<file path="src/rtl/core/fraction_arith_reduce_assert.svh">
// ---------------------------------------------------------------------------
// Assertion macros for the fraction arithmetic block
// ---------------------------------------------------------------------------
`ifndef FRACTION_ARITH_REDUCE_ASSERT_SVH
`define FRACTION_ARITH_REDUCE_ASSERT_SVH

`ifndef SYNTH
// Implication or plain property, sampled on clk, off during reset
`define FRA_ASSERT(label, clk, rst_n, prop, msg) \
  label: assert property (@(posedge clk) disable iff (!rst_n) (prop)) else $error(msg);
// Condition that must never hold
`define FRA_NEVER(label, clk, rst_n, cond, msg) \
  label: assert property (@(posedge clk) disable iff (!rst_n) !(cond)) else $error(msg);
`else
`define FRA_ASSERT(label, clk, rst_n, prop, msg)
`define FRA_NEVER(label, clk, rst_n, cond, msg)
`endif

`endif

</file>
<file path="src/rtl/core/fra_pkg.sv">
// ---------------------------------------------------------------------------
// fra_pkg
// Shared widths, codes and stage payload types of the fraction pipeline.
// ---------------------------------------------------------------------------
package fra_pkg;

  localparam int OPERAND_WIDTH = 16;
  localparam int IN_W          = 16;
  localparam int PROD_W        = 2 * OPERAND_WIDTH;
  localparam int RAW_W         = 2 * OPERAND_WIDTH + 1;
  localparam int MAG_W         = 2 * OPERAND_WIDTH;
  localparam int K_W           = $clog2(MAG_W) + 1;
  localparam int GCD_STAGES    = 2 * MAG_W;
  localparam int NUM_OUT_W     = 33;
  localparam int DEN_OUT_W     = 32;

  typedef enum logic [1:0] {
    ST_OK   = 2'd0,
    ST_ZERO = 2'd1,
    ST_ERR  = 2'd2
  } status_e;

  typedef enum logic [1:0] {
    KIND_ADD = 2'd0,
    KIND_SUB = 2'd1,
    KIND_MUL = 2'd2,
    KIND_DIV = 2'd3
  } kind_e;

  typedef struct packed {
    status_e          status;
    logic             neg_n;
    logic             neg_d;
    logic [MAG_W-1:0] mag_n;
    logic [MAG_W-1:0] mag_d;
  } fra_mag_t;

  typedef struct packed {
    fra_mag_t         base;
    logic [MAG_W-1:0] a;
    logic [MAG_W-1:0] b;
    logic [K_W-1:0]   k;
  } fra_gcd_t;

  typedef struct packed {
    status_e          status;
    logic             neg_n;
    logic             neg_d;
    logic [MAG_W-1:0] g;
    logic [MAG_W-1:0] dvd_n;
    logic [MAG_W-1:0] dvd_d;
    logic [MAG_W-1:0] rem_n;
    logic [MAG_W-1:0] rem_d;
    logic [MAG_W-1:0] quo_n;
    logic [MAG_W-1:0] quo_d;
  } fra_div_t;

endpackage

</file>
<file path="src/rtl/core/fra_front.sv">
// ---------------------------------------------------------------------------
// fra_front
// Three stages: cross products, raw sum and status, signs and magnitudes.
// ---------------------------------------------------------------------------
module fra_front import fra_pkg::*; (
  input  logic             clk_i,
  input  logic             rst_ni,
  input  logic             adv_i,
  input  logic             valid_i,
  input  logic [1:0]       kind_i,
  input  logic [IN_W-1:0]  num_a_i,
  input  logic [IN_W-1:0]  den_a_i,
  input  logic [IN_W-1:0]  num_b_i,
  input  logic [IN_W-1:0]  den_b_i,
  output logic             valid_o,
  output fra_mag_t         data_o
);

  logic signed [OPERAND_WIDTH-1:0] na, da, nb, db, mul_b, den_b;
  kind_e kind;

  logic                     v1_q, v2_q, v3_q;
  logic                     err1_q;
  kind_e                    kind1_q;
  logic signed [PROD_W-1:0] p0_d, p1_d, pd_d, p0_q, p1_q, pd_q;

  logic signed [RAW_W-1:0]  rn_d, rn2_q;
  logic signed [PROD_W-1:0] rd2_q;
  status_e                  st_d, st2_q;
  logic [RAW_W-1:0]         mag_n_full;
  logic [PROD_W-1:0]        mag_d_full;
  fra_mag_t                 d3_d, d3_q;

  // Take operands as signed and pick product partners
  assign kind  = kind_e'(kind_i);
  assign na    = OPERAND_WIDTH'(num_a_i);
  assign da    = OPERAND_WIDTH'(den_a_i);
  assign nb    = OPERAND_WIDTH'(num_b_i);
  assign db    = OPERAND_WIDTH'(den_b_i);
  assign mul_b = (kind == KIND_MUL) ? nb : db;
  assign den_b = (kind == KIND_DIV) ? nb : db;
  assign p0_d  = na * mul_b;
  assign p1_d  = nb * da;
  assign pd_d  = da * den_b;

  // Combine products into raw numerator and set status
  always_comb begin
    case (kind1_q)
      KIND_ADD: rn_d = {p0_q[PROD_W-1], p0_q} + {p1_q[PROD_W-1], p1_q};
      KIND_SUB: rn_d = {p0_q[PROD_W-1], p0_q} - {p1_q[PROD_W-1], p1_q};
      default:  rn_d = {p0_q[PROD_W-1], p0_q};
    endcase
    if (err1_q) begin
      st_d = ST_ERR;
    end else if (rn_d == '0 || pd_q == '0) begin
      st_d = ST_ZERO;
    end else begin
      st_d = ST_OK;
    end
  end

  // Take signs and magnitudes
  always_comb begin
    mag_n_full   = rn2_q[RAW_W-1] ? (~rn2_q + 1'b1) : rn2_q;
    mag_d_full   = rd2_q[PROD_W-1] ? (~rd2_q + 1'b1) : rd2_q;
    d3_d.status  = st2_q;
    d3_d.neg_n   = rn2_q[RAW_W-1];
    d3_d.neg_d   = rd2_q[PROD_W-1];
    d3_d.mag_n   = mag_n_full[MAG_W-1:0];
    d3_d.mag_d   = mag_d_full[MAG_W-1:0];
  end

  // Advance valid bits
  always_ff @(posedge clk_i or negedge rst_ni) begin
    if (!rst_ni) begin
      v1_q <= 1'b0;
      v2_q <= 1'b0;
      v3_q <= 1'b0;
    end else if (adv_i) begin
      v1_q <= valid_i;
      v2_q <= v1_q;
      v3_q <= v2_q;
    end
  end

  // Advance payload
  always_ff @(posedge clk_i) begin
    if (adv_i) begin
      err1_q  <= (da == '0) || (db == '0) || (kind == KIND_DIV && nb == '0);
      kind1_q <= kind;
      p0_q    <= p0_d;
      p1_q    <= p1_d;
      pd_q    <= pd_d;
      rn2_q   <= rn_d;
      rd2_q   <= pd_q;
      st2_q   <= st_d;
      d3_q    <= d3_d;
    end
  end

  assign valid_o = v3_q;
  assign data_o  = d3_q;

endmodule

</file>
<file path="config.mk">
export PLATFORM = sky130hd
export DESIGN_NAME = fra_front
export DESIGN_NICKNAME = d
export VERILOG_FILES = /design/src/rtl/core/fraction_arith_reduce_assert.svh /design/src/rtl/core/fra_pkg.sv /design/src/rtl/core/fra_front.sv
export SDC_FILE = /design/constraint.sdc
export NUM_CORES = 2
export LEC_CHECK = 0
export BUFFER_PORTS_ARGS = -buffer_cell sky130_fd_sc_hd__buf_2
export CAP_MARGIN = 40
export CORE_ASPECT_RATIO = 0.9
export CORE_MARGIN = 3
export CORE_UTILIZATION = 31
export CTS_CLUSTER_DIAMETER = 60
export DETAILED_ROUTE_END_ITERATION = 10
export PLACE_DENSITY = 0.54
export SKIP_LAST_GASP = 1
export SLEW_MARGIN = 20
export SYNTH_ARGS = -nofsm -noshare
export SYNTH_HDL_FRONTEND = slang
export SYNTH_SLANG_ARGS = --single-unit
</file>
<file path="constraint.sdc">
create_clock -name clk_i -period 4.6 [get_ports clk_i]
set_clock_uncertainty 0.1 [all_clocks]
set_input_delay 0.92 -clock clk_i [delete_from_list [all_inputs] [get_ports clk_i]]
set_output_delay 0.92 -clock clk_i [all_outputs]
set_load 0.01 [all_outputs]
</file>
==> run_summary.xml <==
<?xml version="1.0" encoding="UTF-8"?>
<metrics>
  <group name="status">
    <metric name="result_of_the_run" unit="">finished, violations left</metric>
    <metric name="failing_checks" unit="">negative setup slack</metric>
  </group>
  <group name="detailed_routing">
    <metric name="detail_route.drc_violations" unit="">0</metric>
    <metric name="ant_nets" unit="">0</metric>
    <metric name="vias" unit="">31000</metric>
    <metric name="post_drt_wl_per_cell" unit="um">16.6</metric>
    <metric name="total_wirelength" unit="um">112000</metric>
    <metric name="detail_route.first_pass.iterations" unit="">7</metric>
    <metric name="initialDrtViolationCount" unit="">1629</metric>
    <metric name="via_per_inst" unit="">4.59</metric>
  </group>
  <group name="yosys">
    <metric name="mappedNetlistNets" unit="">5324</metric>
    <metric name="dominantRegCellSynth" unit="">edfxtp_1</metric>
    <metric name="synth-seq-cells" unit="">237</metric>
    <metric name="synthDistinctLibCells" unit="">75</metric>
    <metric name="synth_sequential_area_ratio" unit="">0.172</metric>
    <metric name="syn_avg_cell_area" unit="um2">9.86</metric>
    <metric name="yosys.area.top_type" unit="">fa_1</metric>
    <metric name="synthArstFlopShare" unit="">0.0127</metric>
    <metric name="synth_enable_flop_cells" unit="">234</metric>
    <metric name="synth_warnings" unit="">0</metric>
    <metric name="netlist_area" unit="um2">41300</metric>
    <metric name="netlist.area_leader.share" unit="">0.382</metric>
    <metric name="synthTopCellsByArea" unit="">fa_1 38%, edfxtp_1 17%, ha_1 8.5%</metric>
    <metric name="syn-instance-count" unit="">4186</metric>
  </group>
  <group name="sta">
    <metric name="tightestPinTransition" unit="ns">0.657</metric>
    <metric name="post-route-min-period" unit="ns">6.75</metric>
    <metric name="rsz0062_at_grt" unit="">true</metric>
    <metric name="timing.final.setup_violations" unit="">77</metric>
    <metric name="fmax" unit="MHz">148</metric>
    <metric name="final_hold_viol_count" unit="">0</metric>
    <metric name="slew_viol_final" unit="">0</metric>
    <metric name="fin_ws" unit="ns">-2.15</metric>
    <metric name="slew_headroom" unit="">0.558</metric>
    <metric name="layout_worst_path_cycle_share" unit="">1.47</metric>
  </group>
  <group name="global_routing">
    <metric name="globalRouteTotalUtil" unit="">0.164</metric>
    <metric name="grt_antenna_before_repair" unit="">7</metric>
    <metric name="grt_pass1_wl" unit="um">181000</metric>
    <metric name="grt-ovfl-total" unit="">0</metric>
    <metric name="first_global_vias" unit="">32600</metric>
    <metric name="grt_max_degree" unit="">85</metric>
  </group>
  <group name="die">
    <metric name="vert_die_dim" unit="um">352</metric>
    <metric name="initial_core_util" unit="">0.314</metric>
    <metric name="die_x" unit="um">391</metric>
    <metric name="floorplan.io_pins" unit="">139</metric>
    <metric name="fp.dieArea" unit="um2">138000</metric>
    <metric name="core-area" unit="um2">132000</metric>
    <metric name="num_rows" unit="">126</metric>
  </group>
  <group name="finish">
    <metric name="final_nets" unit="">6136</metric>
    <metric name="layout_commonest_cell" unit="">inv_1</metric>
    <metric name="syn2layout_area_growth" unit="%">30.0</metric>
    <metric name="final_layout_size_suffix_gt1_frac" unit="">0.276</metric>
    <metric name="finish.instance_area" unit="um2">53700</metric>
    <metric name="layout.cells.most_common_list" unit="">870 x inv_1, 762 x fa_1, 690 x buf_4, 417 x nand2_1, 234 x edfxtp_1</metric>
  </group>
  <group name="place">
    <metric name="hpwlAfterDp" unit="um">94100</metric>
    <metric name="count_of_buffers_from_port_buffering" unit="">138</metric>
    <metric name="gpl.final_weighted_congestion" unit="">0.843</metric>
    <metric name="detailed_place.area" unit="um2">50300</metric>
  </group>
  <group name="clock_network">
    <metric name="max-clock-path-buffers" unit="">3</metric>
    <metric name="clock_sinks" unit="">237</metric>
    <metric name="cts_buffers" unit="">31</metric>
    <metric name="clock_tree_from_tritoncts" unit="">yes</metric>
    <metric name="cts.reportedPaths.clkPinSlew" unit="ns">0.06</metric>
    <metric name="clkLatencyLatePin" unit="ns">0.58</metric>
    <metric name="maximum_level_of_the_cts_h_tree" unit="">1</metric>
    <metric name="clock-root-buffer" unit="">clkbuf_16</metric>
  </group>
  <group name="setup_path">
    <metric name="worst_endpoint_required_time" unit="ns">4.84</metric>
    <metric name="crit_path_end_kind" unit="">flop</metric>
    <metric name="critical_path_class" unit="">input port to flop</metric>
    <metric name="critPathLaunchType" unit="">input port</metric>
    <metric name="timing.critical_path.arrival" unit="ns">6.99</metric>
    <metric name="critPathMaxFanout" unit="">10</metric>
  </group>
  <group name="run">
    <metric name="cap_viol_max_count" unit="">0</metric>
  </group>
  <group name="worst_hold_path">
    <metric name="hold_class" unit="">flop to flop</metric>
  </group>
</metrics>
[layout make-up]
class                   count  area [um2]
diodes                      1        2.50
clock buffers              34         787
clock inverters            23         270
multi-input cells        2891       32300
repair buffers            926        7630
inverters                 911        3430
well taps                1728        2160
fillers                 12800       78000
flip-flops and latches    237        7100
[Yosys cell counts, types with 44 or more instances]
cell type,number
inv_1,911
fa_1,787
nand2_1,458
ha_1,281
edfxtp_1,234
and2_1,213
xnor2_1,170
clkbuf_1,151
nor2b_1,144
a21oi_1,108
nor2_1,103
o21ai_0,85
xor2_1,44
[per-layer routing]
layer	up-vias	GRT usage	share of wire	wire, um
met1	15800	0.244	0.48	53800
met4	6	0.0210	0.016	1740
met2	521	0.267	0.46	51800
met5	-	0	0.00038	42
li1	14600	-	-	-
met3	78	0.0156	0.041	4540
[kinds of logic (layout without fill, tap and decap cells)]
| group | Yosys count | in the layout | synth area share |
|---|---|---|---|
| flip-flops | 237 | 237 | 0.172 |
| buffers and inverters | 1064 | 1894 | 0.0967 |
| AO/OA/AOI/OAI | 425 | 425 | 0.0695 |
| adder cells (fa/ha/maj) | 1068 | 1068 | 0.467 |
| XOR/XNOR | 214 | 214 | 0.0454 |
| multiplexers | 42 | 47 | 0.0109 |
| other | 0 | 1 | 0 |
| AND/OR/NAND/NOR | 1136 | 1137 | 0.139 |
[final timing paths]
path / start / endpoint / slack [ns] / cells past startpoint
min reg2reg: st2_q[1] / data_o[67] / 0.32 / 0
max in group asynchronous: rst_ni / v2_q / 3.72 / 2
min in group asynchronous: rst_ni / v1_q / 0.57 / 2
max: kind_i[0] / p0_q[29] / -2.15 / 27
min: st2_q[1] / data_o[67] / 0.32 / 0
max reg2reg: p1_q[7] / st2_q[0] / -0.36 / 21
[sequential cells by signal, indices dropped and copies added, names as in the netlist]
signal   cells
kind1_q      2
v1_q         1
p1_q        32
v2_q         1
p0_q        32
rd2_q       32
err1_q       1
st2_q        2
rn2_q       33
data_o      68
valid_o      1
pd_q        32
[per-stage QoR]
step / utilization / cells / worst slack, ns / hold WS (ns) / TNS (ns)
2_1_floorplan: - / 4186 / -2.32 / 0.300 / -115.03
3_3_place_gp: 0.382 / 6597 / -2.94 / 0.303 / -161.23
3_5_place_dp: 0.382 / 6598 / -2.93 / 0.305 / -164.64
4_1_cts: 0.401 / 6716 / -2.08 / 0.322 / -100.23
5_1_grt: 0.408 / 6750 / -2.36 / 0.321 / -117.89
6_report: 0.408 / 6751 / -2.15 / 0.320 / -104.90
[timing repair]
action,CTS,global route
setup buffers,60,38
pin swaps,103,110
hold buffers,1,0
setup endpoints to repair,82,89
hold endpoints to repair,3,0
gates resized for setup,239,153
gates cloned,5,3
[critical path: stages]
cell,delay (ns)
buf_12,0.11
nand2b_4,0.20
buf_12,0.18
mux2_4,0.26
buf_12,0.12
nand2_4,0.04
fa_1,0.54
inv_1,0.05
fa_1,0.48
inv_1,0.05
fa_1,0.48
inv_1,0.07
fa_1,0.49
fa_1,0.51
inv_1,0.05
fa_1,0.51
inv_2,0.05
ha_4,0.26
o21ai_1,0.06
o21bai_1,0.26
o211a_1,0.24
nor2_2,0.05
a2111o_1,0.47
a21oi_2,0.20
a2111oi_4,0.06
buf_4,0.14
xnor2_1,0.12
Power is left out: the tool's default activity adds up to more than one toggle a clock period on the data nets, which glitch-free logic cannot reach.
